### src/rtl/mlvr_pkg.sv
// Shared types, constants and tables for the mouse-look vector rotator.
// Used by mlvr_cordic, mlvr_rotate and mouse_look_vector_rotator_core.
package mlvr_pkg;

   localparam int SCREEN_WIDTH = 1024;
   localparam logic signed [13:0] CENTER_X = 14'(SCREEN_WIDTH / 2);
   localparam logic signed [14:0] SCREEN_LIMIT = 15'(SCREEN_WIDTH);

   localparam int CORDIC_STEPS = 14;
   localparam logic [3:0] LAST_STEP = 4'(CORDIC_STEPS - 1);
   localparam logic signed [31:0] CORDIC_START = 32'sd652032874;

   localparam logic [15:0] RST_SENSITIVITY = 16'd5340;
   localparam logic [9:0] RST_EDGE_MARGIN = 10'd100;
   localparam logic [15:0] RST_START_DIR_X = 16'd16384;
   localparam logic [15:0] RST_START_DIR_Y = 16'd0;
   localparam logic [15:0] RST_START_PLANE_X = 16'd0;
   localparam logic [15:0] RST_START_PLANE_Y = 16'd10813;

   typedef enum logic [2:0] {
      CSR_SENSITIVITY,
      CSR_EDGE_MARGIN,
      CSR_START_DIR_X,
      CSR_START_DIR_Y,
      CSR_START_PLANE_X,
      CSR_START_PLANE_Y
   } csr_index_type;

   typedef struct packed {
      logic signed [15:0] plane_y;
      logic signed [15:0] plane_x;
      logic signed [15:0] dir_y;
      logic signed [15:0] dir_x;
   } vec_type;

   typedef struct packed {
      logic signed [31:0] sin_v;
      logic signed [31:0] cos_v;
   } trig_type;

   function automatic logic [15:0] atan_unit(input logic [3:0] step);
      logic [15:0] v;
      case (step)
         4'd0: v = 16'd8192;
         4'd1: v = 16'd4836;
         4'd2: v = 16'd2555;
         4'd3: v = 16'd1297;
         4'd4: v = 16'd651;
         4'd5: v = 16'd326;
         4'd6: v = 16'd163;
         4'd7: v = 16'd81;
         4'd8: v = 16'd41;
         4'd9: v = 16'd20;
         4'd10: v = 16'd10;
         4'd11: v = 16'd5;
         4'd12: v = 16'd3;
         4'd13: v = 16'd1;
         default: v = 16'd0;
      endcase
      return v;
   endfunction

endpackage

### src/rtl/mlvr_cordic.sv
// Iterative CORDIC sine/cosine: one shift-add rotation step per cycle, then quarter fold.
// Depends on mlvr_pkg.
module mlvr_cordic (
   input  logic                clock,
   input  logic                reset,
   input  logic                start,
   input  logic [15:0]         angle,
   output logic                done,
   output mlvr_pkg::trig_type  trig
);
   import mlvr_pkg::*;

   logic               busy_ff, fin_ff, done_ff;
   logic [3:0]         step_ff;
   logic signed [31:0] x_ff, y_ff;
   logic signed [15:0] z_ff;
   logic [1:0]         quad_ff;
   trig_type           trig_ff;

   logic signed [31:0] dx_in, dy_in;
   logic signed [15:0] at_in;
   logic               pos_in;
   trig_type           trig_in;

   always_comb begin
      dx_in  = y_ff >>> step_ff;
      dy_in  = x_ff >>> step_ff;
      at_in  = $signed(atan_unit(step_ff));
      pos_in = !z_ff[15];
      case (quad_ff)
         2'd0: begin
            trig_in.cos_v = x_ff;
            trig_in.sin_v = y_ff;
         end
         2'd1: begin
            trig_in.cos_v = -y_ff;
            trig_in.sin_v = x_ff;
         end
         2'd2: begin
            trig_in.cos_v = -x_ff;
            trig_in.sin_v = -y_ff;
         end
         default: begin
            trig_in.cos_v = y_ff;
            trig_in.sin_v = -x_ff;
         end
      endcase
   end

   always_ff @(posedge clock) begin
      if (reset) begin
         busy_ff <= 1'b0;
         fin_ff  <= 1'b0;
         done_ff <= 1'b0;
      end else begin
         done_ff <= fin_ff && !busy_ff && !start;
         if (start) begin
            x_ff    <= CORDIC_START;
            y_ff    <= '0;
            z_ff    <= {2'b00, angle[13:0]};
            quad_ff <= angle[15:14];
            step_ff <= '0;
            busy_ff <= 1'b1;
         end else if (busy_ff) begin
            if (pos_in) begin
               x_ff <= x_ff - dx_in;
               y_ff <= y_ff + dy_in;
               z_ff <= z_ff - at_in;
            end else begin
               x_ff <= x_ff + dx_in;
               y_ff <= y_ff - dy_in;
               z_ff <= z_ff + at_in;
            end
            if (step_ff == LAST_STEP) begin
               busy_ff <= 1'b0;
               fin_ff  <= 1'b1;
            end else begin
               step_ff <= step_ff + 4'd1;
            end
         end else if (fin_ff) begin
            fin_ff  <= 1'b0;
            trig_ff <= trig_in;
         end
      end
   end

   assign done = done_ff;
   assign trig = trig_ff;

endmodule

### src/rtl/mlvr_rotate.sv
// Rotates direction and plane vectors with one shared 16x32 multiplier, eight products in turn.
// Depends on mlvr_pkg.
module mlvr_rotate (
   input  logic                clock,
   input  logic                reset,
   input  logic                start,
   input  mlvr_pkg::trig_type  trig,
   input  mlvr_pkg::vec_type   vec,
   output logic                done,
   output mlvr_pkg::vec_type   result
);
   import mlvr_pkg::*;

   logic               busy_ff, pv_ff, fin_ff, done_ff;
   logic [3:0]         issue_ff;
   logic [2:0]         pstep_ff;
   logic signed [47:0] prod_ff;
   logic signed [48:0] acc_ff;
   logic [1:0]         fidx_ff;
   logic signed [15:0] res_ff [4];

   logic [1:0]         o_in, po_in;
   logic               t_in, pt_in, psub_in;
   logic signed [15:0] va_in;
   logic signed [31:0] tv_in;
   logic signed [47:0] mul_in;
   logic signed [48:0] pext_in, sum_in, rnd_in;
   logic signed [18:0] r_in;
   logic signed [15:0] sat_in;

   always_comb begin
      o_in = issue_ff[2:1];
      t_in = issue_ff[0];
      case ({o_in[1], t_in})
         2'b00:   va_in = vec.dir_x;
         2'b01:   va_in = vec.dir_y;
         2'b10:   va_in = vec.plane_x;
         default: va_in = vec.plane_y;
      endcase
      tv_in  = (o_in[0] == t_in) ? trig.cos_v : trig.sin_v;
      mul_in = 48'(va_in) * 48'(tv_in);

      po_in   = pstep_ff[2:1];
      pt_in   = pstep_ff[0];
      psub_in = !po_in[0] && pt_in;
      pext_in = 49'(prod_ff);
      if (!pt_in) begin
         sum_in = pext_in;
      end else if (psub_in) begin
         sum_in = acc_ff - pext_in;
      end else begin
         sum_in = acc_ff + pext_in;
      end

      rnd_in = acc_ff + 49'sd536870912;
      r_in   = rnd_in[48:30];
      if (r_in > 19'sd32767) begin
         sat_in = 16'sd32767;
      end else if (r_in < -19'sd32768) begin
         sat_in = -16'sd32768;
      end else begin
         sat_in = r_in[15:0];
      end
   end

   always_ff @(posedge clock) begin
      if (reset) begin
         busy_ff <= 1'b0;
         pv_ff   <= 1'b0;
         fin_ff  <= 1'b0;
         done_ff <= 1'b0;
      end else begin
         pv_ff   <= busy_ff && !issue_ff[3] && !start;
         fin_ff  <= pv_ff && pt_in;
         done_ff <= fin_ff && (fidx_ff == 2'd3);
         if (start) begin
            busy_ff  <= 1'b1;
            issue_ff <= '0;
         end else if (busy_ff && !issue_ff[3]) begin
            prod_ff  <= mul_in;
            pstep_ff <= issue_ff[2:0];
            issue_ff <= issue_ff + 4'd1;
         end else if (fin_ff && (fidx_ff == 2'd3)) begin
            busy_ff <= 1'b0;
         end
         if (pv_ff) begin
            acc_ff <= sum_in;
            if (pt_in) begin
               fidx_ff <= po_in;
            end
         end
         if (fin_ff) begin
            res_ff[fidx_ff] <= sat_in;
         end
      end
   end

   assign done           = done_ff;
   assign result.dir_x   = res_ff[0];
   assign result.dir_y   = res_ff[1];
   assign result.plane_x = res_ff[2];
   assign result.plane_y = res_ff[3];

endmodule

### src/rtl/mouse_look_vector_rotator_core.sv
// Each pointer_x beat passes in turn through the edge test, the angle multiply, the
// fourteen-step CORDIC loop and its quarter fold, the eight products of the shared rotation
// multiplier, and the load of the output register before it returns to idle. An edge band
// beat skips the arithmetic. req_tready is high only while no event is in work; a finished
// result may wait in the output register while the next beat is taken. csr_ready is always
// high; write registers only while the block is idle. An event in the edge band returns the
// vectors unchanged with recenter set.
// Depends on mlvr_pkg, mlvr_cordic and mlvr_rotate.
module mouse_look_vector_rotator_core (
   input  logic        clock,
   input  logic        reset,
   input  logic        req_tvalid,
   output logic        req_tready,
   input  logic [15:0] req_tdata,   // [13:0] pointer_x
   output logic        rsp_tvalid,
   input  logic        rsp_tready,
   output logic [63:0] rsp_tdata,   // view_dir_x, view_dir_y, cam_plane_x, cam_plane_y
   output logic [0:0]  rsp_tuser,   // [0] recenter
   input  logic        csr_valid,
   output logic        csr_ready,
   input  logic [2:0]  csr_index,
   input  logic [15:0] csr_data
);
   import mlvr_pkg::*;

   typedef enum logic [2:0] {
      ST_IDLE,
      ST_ANGLE,
      ST_CORD,
      ST_ROT,
      ST_DONE
   } state_type;

   state_type          state_ff;
   logic               seen_ff, recenter_ff, rsp_valid_ff, rsp_recenter_ff;
   logic               cordic_start_ff, rot_start_ff;
   logic signed [13:0] prev_ff;
   logic signed [14:0] delta_ff;
   logic signed [31:0] angle_prod_ff;
   vec_type            vec_ff, rsp_vec_ff;

   logic [15:0]        sens_ff;
   logic [9:0]         margin_ff;
   vec_type            start_ff;

   logic signed [13:0] x_in;
   logic signed [14:0] x15_in, prev15_in, margin15_in;
   vec_type            vec_eff_in;
   logic               edge_in;
   logic signed [31:0] angle_sum_in;
   logic [15:0]        angle_in;
   logic               cordic_done, rot_done;
   trig_type           trig;
   vec_type            rot_result;

   always_comb begin
      x_in        = req_tdata[13:0];
      x15_in      = {x_in[13], x_in};
      prev15_in   = seen_ff ? {prev_ff[13], prev_ff} : {CENTER_X[13], CENTER_X};
      vec_eff_in  = seen_ff ? vec_ff : start_ff;
      margin15_in = {5'b00000, margin_ff};
      edge_in     = (x15_in < margin15_in) || (x15_in > (SCREEN_LIMIT - margin15_in));
      angle_sum_in = angle_prod_ff + 32'sd128;
      angle_in     = angle_sum_in[23:8];
   end

   always_ff @(posedge clock) begin
      if (reset) begin
         sens_ff          <= RST_SENSITIVITY;
         margin_ff        <= RST_EDGE_MARGIN;
         start_ff.dir_x   <= RST_START_DIR_X;
         start_ff.dir_y   <= RST_START_DIR_Y;
         start_ff.plane_x <= RST_START_PLANE_X;
         start_ff.plane_y <= RST_START_PLANE_Y;
      end else if (csr_valid) begin
         case (csr_index_type'(csr_index))
            CSR_SENSITIVITY:   sens_ff          <= csr_data;
            CSR_EDGE_MARGIN:   margin_ff        <= csr_data[9:0];
            CSR_START_DIR_X:   start_ff.dir_x   <= csr_data;
            CSR_START_DIR_Y:   start_ff.dir_y   <= csr_data;
            CSR_START_PLANE_X: start_ff.plane_x <= csr_data;
            CSR_START_PLANE_Y: start_ff.plane_y <= csr_data;
            default: ;
         endcase
      end
   end

   always_ff @(posedge clock) begin
      if (reset) begin
         state_ff        <= ST_IDLE;
         seen_ff         <= 1'b0;
         prev_ff         <= '0;
         vec_ff          <= '0;
         rsp_valid_ff    <= 1'b0;
         cordic_start_ff <= 1'b0;
         rot_start_ff    <= 1'b0;
      end else begin
         cordic_start_ff <= (state_ff == ST_ANGLE);
         rot_start_ff    <= (state_ff == ST_CORD) && cordic_done;
         if (rsp_valid_ff && rsp_tready && (state_ff != ST_DONE)) begin
            rsp_valid_ff <= 1'b0;
         end
         case (state_ff)
            ST_IDLE: begin
               if (req_tvalid) begin
                  seen_ff     <= 1'b1;
                  vec_ff      <= vec_eff_in;
                  recenter_ff <= edge_in;
                  if (edge_in) begin
                     prev_ff  <= CENTER_X;
                     state_ff <= ST_DONE;
                  end else begin
                     prev_ff  <= x_in;
                     delta_ff <= x15_in - prev15_in;
                     state_ff <= ST_ANGLE;
                  end
               end
            end
            ST_ANGLE: begin
               angle_prod_ff <= 32'(delta_ff) * 32'($signed({1'b0, sens_ff}));
               state_ff      <= ST_CORD;
            end
            ST_CORD: begin
               if (cordic_done) begin
                  state_ff <= ST_ROT;
               end
            end
            ST_ROT: begin
               if (rot_done) begin
                  vec_ff   <= rot_result;
                  state_ff <= ST_DONE;
               end
            end
            ST_DONE: begin
               if (!rsp_valid_ff || rsp_tready) begin
                  rsp_valid_ff    <= 1'b1;
                  rsp_vec_ff      <= vec_ff;
                  rsp_recenter_ff <= recenter_ff;
                  state_ff        <= ST_IDLE;
               end
            end
            default: state_ff <= ST_IDLE;
         endcase
      end
   end

   mlvr_cordic u_cordic (
      .clock (clock),
      .reset (reset),
      .start (cordic_start_ff),
      .angle (angle_in),
      .done  (cordic_done),
      .trig  (trig)
   );

   mlvr_rotate u_rotate (
      .clock  (clock),
      .reset  (reset),
      .start  (rot_start_ff),
      .trig   (trig),
      .vec    (vec_ff),
      .done   (rot_done),
      .result (rot_result)
   );

   assign req_tready = (state_ff == ST_IDLE);
   assign rsp_tvalid = rsp_valid_ff;
   assign rsp_tdata  = rsp_vec_ff;
   assign rsp_tuser  = rsp_recenter_ff;
   assign csr_ready  = 1'b1;

`ifndef ASSERT_OFF
   a_busy_after_beat: assert property (@(posedge clock) disable iff (reset)
      (req_tvalid && req_tready) |=> !req_tready)
      else $error("input taken while an event was in work");
   a_cordic_done_state: assert property (@(posedge clock) disable iff (reset)
      cordic_done |-> (state_ff == ST_CORD))
      else $error("sine/cosine finished outside its state");
   a_rot_done_state: assert property (@(posedge clock) disable iff (reset)
      rot_done |-> (state_ff == ST_ROT))
      else $error("rotation finished outside its state");
   a_recenter_no_rotate: assert property (@(posedge clock) disable iff (reset)
      (req_tvalid && req_tready && edge_in) |=> (state_ff == ST_DONE))
      else $error("edge band event did not skip rotation");
`endif

endmodule
### config.mk
export PLATFORM = sky130hd
export DESIGN_NAME = mouse_look_vector_rotator_core
export DESIGN_NICKNAME = d
export VERILOG_FILES = /design/src/rtl/mlvr_pkg.sv /design/src/rtl/mlvr_cordic.sv /design/src/rtl/mlvr_rotate.sv /design/src/rtl/mouse_look_vector_rotator_core.sv
export SDC_FILE = /design/constraint.sdc
export NUM_CORES = 2
export LEC_CHECK = 0
export ABC_AREA = 1
export BUFFER_PORTS_ARGS = -buffer_cell sky130_fd_sc_hd__buf_2
export CORE_MARGIN = 5
export CORE_UTILIZATION = 49
export CTS_BUF_LIST = sky130_fd_sc_hd__clkbuf_4 sky130_fd_sc_hd__clkbuf_8 sky130_fd_sc_hd__clkbuf_16
export CTS_CLUSTER_SIZE = 8
export DETAILED_ROUTE_END_ITERATION = 6
export PLACE_DENSITY = 0.67
export SLEW_MARGIN = 30
export SYNTH_ARGS = -nofsm -noshare
export SYNTH_HDL_FRONTEND = slang
export SYNTH_SLANG_ARGS = --single-unit
### constraint.sdc
create_clock -name clock -period 7.7 [get_ports clock]
set_clock_uncertainty 0.1 [all_clocks]
set_input_delay 1.925 -clock clock [delete_from_list [all_inputs] [get_ports clock]]
set_output_delay 1.925 -clock clock [all_outputs]
set_load 0.03 [all_outputs]
==> results.py <==
metrics = {
    "run_status": {
        "run_status": "finished with violations",
        "violations": "DRC",
    },
    "route": {
        "drt_wl_total_um": 207000,
        "vias": 58900,
        "dr.pass1.iters": 7,
        "drtIter0Drc": 5531,
        "drcViolationCount": 32,
        "ant_nets": 0,
        "routed_via_density": 5.56,
        "wl_per_cell_um": 19.6,
    },
    "yosys": {
        "synth_top_area_share_pct": 19.8,
        "async_flop_share_pct": 0,
        "synth_seq_cells": 614,
        "syn_nets": 9702,
        "synth_common_cells": "nand2_1, inv_1, nor2_1, fa_1, nand3_1",
        "synthCells": 8648,
        "yosys_most_used_dff": "edfxtp_1",
        "syn_area_um2": 66000,
        "yosysTopAreaCell": "fa_1",
        "synth_edf_count": 418,
        "yosysWarnings": 0,
        "synth_most_common_cell": "nand2_1",
        "ys_seq_area_share_pct": 25.0,
        "ys_types": 63,
        "avgSynthCellArea_um2": 7.63,
        "synth_area_leaders": "fa_1, edfxtp_1, nand2_1, inv_1, ha_1",
    },
    "placed_design": {
        "port_buffers": 104,
        "place_area_um2": 69300,
        "pre_cts_ws_ns": 0.119,
        "dpl.hpwl_um": 161000,
        "gp_congestion": 0.976,
        "dp.cells": 10400,
    },
    "finish": {
        "utilization_pct": 54.1,
        "multi_input_area_um2": 42700,
        "layout-drive-gt1-share_pct": 7.86,
        "fillerInstances": 12700,
        "fin_area_um2": 72300,
        "final-instance-count-excl-fill": 10600,
        "layout-area-overhead-vs-synth_pct": 9.59,
        "regArea_um2": 16500,
        "num-nets-final": 9800,
    },
    "grt": {
        "grt_max_degree": 112,
        "grt_usage_pct": 28.8,
        "first_global_vias": 57600,
        "antenna_found_initial": 0,
        "grt_pass1_wl_um": 323000,
        "grt_overflow": 0,
    },
    "worst_hold_path": {
        "worstHoldPathType": "reg -> reg",
    },
    "cts": {
        "cts_tree": "yes",
        "cts_htree_levels": 3,
        "cts.sinks": 614,
        "cts_root_buf": "clkbuf_16",
        "cts_buffers": 89,
        "path_clk_slew_ns": 0.05,
        "clk_latency_ns": 0.70,
        "cts_max_path_buffers": 3,
    },
    "floorplanning": {
        "row_count": 134,
        "die_w_um": 377,
        "core_um2": 134000,
        "pin_count": 108,
        "die_y_um": 377,
        "dieArea_um2": 142000,
        "start_util_pct": 49.4,
    },
    "setup_path": {
        "critPathKind": "reg -> reg",
        "worstRegToRegCells": 24,
        "worstPathRequired_ns": 8.03,
        "r2r_start": "u_rotate.issue_ff[0]",
        "critPathCaptureType": "register",
        "worstPathMaxFanout": 55,
        "cp-start-kind": "register",
        "rrSetupSlack_ns": 0.28,
        "cp-startpoint": "u_rotate.issue_ff[0]",
        "crit_path_end": "u_rotate.prod_ff[44]",
        "r2r_end": "u_rotate.prod_ff[44]",
        "arrival_ns": 7.75,
    },
    "job": {
        "drv_cap": 0,
    },
    "pwr": {
        "ir_drop_mv": 0.604,
        "p_leak_uw": 0.0338,
        "p_per_area_nw_per_um2": 409,
    },
    "sta": {
        "clock.fmax_mhz": 135,
        "fin_setup_tns_ns": 0,
        "worstMarginPinSlew_ns": 0.944,
        "setup_viol": 0,
        "slew_headroom_pct": 37.0,
        "fin_ws_ns": 0.278,
        "finalHoldViolCount": 0,
        "slew_viol_final": 0,
        "min_period_over_period_pct": 96.4,
        "min_period_ns": 7.42,
    },
}
==> kinds of logic (layout without fill, tap and decap cells) <==
logic type      count (synthesis)  after routing  share of synthesized area (%)
flops                         614            614                           25.0
buf+inv                      1805           1970                           10.5
fa+ha+maj                    1014           1014                           26.7
compound gates               1171           1171                           10.0
simple gates                 3769           3769                           24.2
other cells                     1              3                        0.00568
xor+xnor                      274            274                           3.64
==> power breakdown <==
group	internal, uW	switching [uW]	leakage, uW
clock network	2460	1540	0.00147
logic	8330	12400	0.0269
registers	4590	267	0.00539
total	15400	14200	0.0338
==> worst min path at each step <==
| stage | startpoint | endpoint | slack, ns | cells after the start |
|---|---|---|---|---|
| 2_1_floorplan | recenter_ff | rsp_tuser | 0.30 | 0 |
| 3_3_place_gp | u_rotate.pstep_ff[2] | u_rotate.fidx_ff[1] | 0.30 | 0 |
| 3_5_place_dp | u_rotate.pstep_ff[2] | u_rotate.fidx_ff[1] | 0.32 | 0 |
| 4_1_cts | u_rotate.pstep_ff[2] | u_rotate.fidx_ff[1] | 0.33 | 0 |
| 5_1_grt | u_rotate.pstep_ff[2] | u_rotate.fidx_ff[1] | 0.34 | 0 |
| 6_report | recenter_ff | rsp_tuser | 0.33 | 0 |
==> per-stage QoR <==
| stage | total power (uW) | hold slack [ns] |
|---|---|---|
| 2_1_floorplan | 17600 | 0.300 |
| 3_3_place_gp | 25100 | 0.304 |
| 3_5_place_dp | 25400 | 0.315 |
| 4_1_cts | 29500 | 0.325 |
| 5_1_grt | 32000 | 0.342 |
| 6_report | 29500 | 0.330 |
==> worst max-delay path: stages, from the launching register on <==
cell and delay [ns]:
edfxtp_1 0.51, ha_2 0.38, buf_12 0.19, o21ai_0 0.65, inv_2 0.23, buf_4 0.22
nand2_1 0.08, fa_1 0.46, fa_1 0.51, inv_1 0.05, fa_1 0.47, fa_1 0.52
fa_1 0.49, inv_1 0.05, fa_1 0.47, inv_1 0.05, ha_1 0.32, a21o_1 0.19
a31oi_1 0.23, o21ai_0 0.15, a21oi_1 0.19, nand3_1 0.28, nand2_1 0.14, nand3b_1 0.09
xor2_1 0.15
==> per-layer routing <==
layer / vias to the layer above / global-route usage, % / share of wire (%)
li1: 27900 / - / -
met1: 28400 / 37.9 / 41
met2: 2187 / 48.7 / 47
met3: 465 / 3.98 / 7.0
met4: 0 / 10.9 / 4.1
met5: - / 0 / 0
==> layout by cell type, fill, tap and decap left out, types with 15 or more instances in the layout <==
master	n
buf_2	104
o221ai_1	15
nor2_2	24
nor3_1	81
clkbuf_16	93
nand4_1	146
buf_12	15
dfxtp_1	193
inv_1	1446
a21oi_1	351
nand2_2	29
xor2_1	181
nand3_1	541
edfxtp_1	418
a21o_1	21
o21ai_2	25
o21a_1	18
o31ai_1	15
nor4_1	30
or2_2	48
buf_4	200
fa_1	650
xnor2_1	93
inv_2	25
o21bai_1	29
clkbuf_4	55
nor2_1	870
ha_1	360
o2111ai_1	26
o21ai_1	31
nand3_2	17
a31oi_1	115
o21ai_0	460
nand2_1	1925
==> final cells by class <==
type                    instances  share of cell area, %
repair buffers                323                   3.30
diodes                          2                0.00692
multi-input cells            6229                   59.1
flip-flops and latches        614                   22.8
clock inverters                 7                  0.156
clock buffers                 151                   3.85
well taps                    1768                   3.06
inverters                    1489                   7.76
==> sequential cells by signal (all words and copies together), names as in the netlist, 14 cells and up <==
signal	count
u_cordic.at_in	14
rsp_tdata	64
prev_ff	14
u_cordic.z_ff	16
angle_prod_ff	17
u_cordic.x_ff	32
u_rotate.prod_ff	48
u_rotate.res_ff	64
start_ff	64
u_cordic.trig	64
vec_ff	64
sens_ff	16
delta_ff	15
u_cordic.y_ff	32
u_rotate.acc_ff	49
==> timing repair <==
item                                    CTS  global route
endpoints found under the setup margin    0            16
gates resized for setup                   0            17
buffers inserted                          0             7
hold buffers                              0             0
Note: power is estimated with default switching activity, not from simulation.
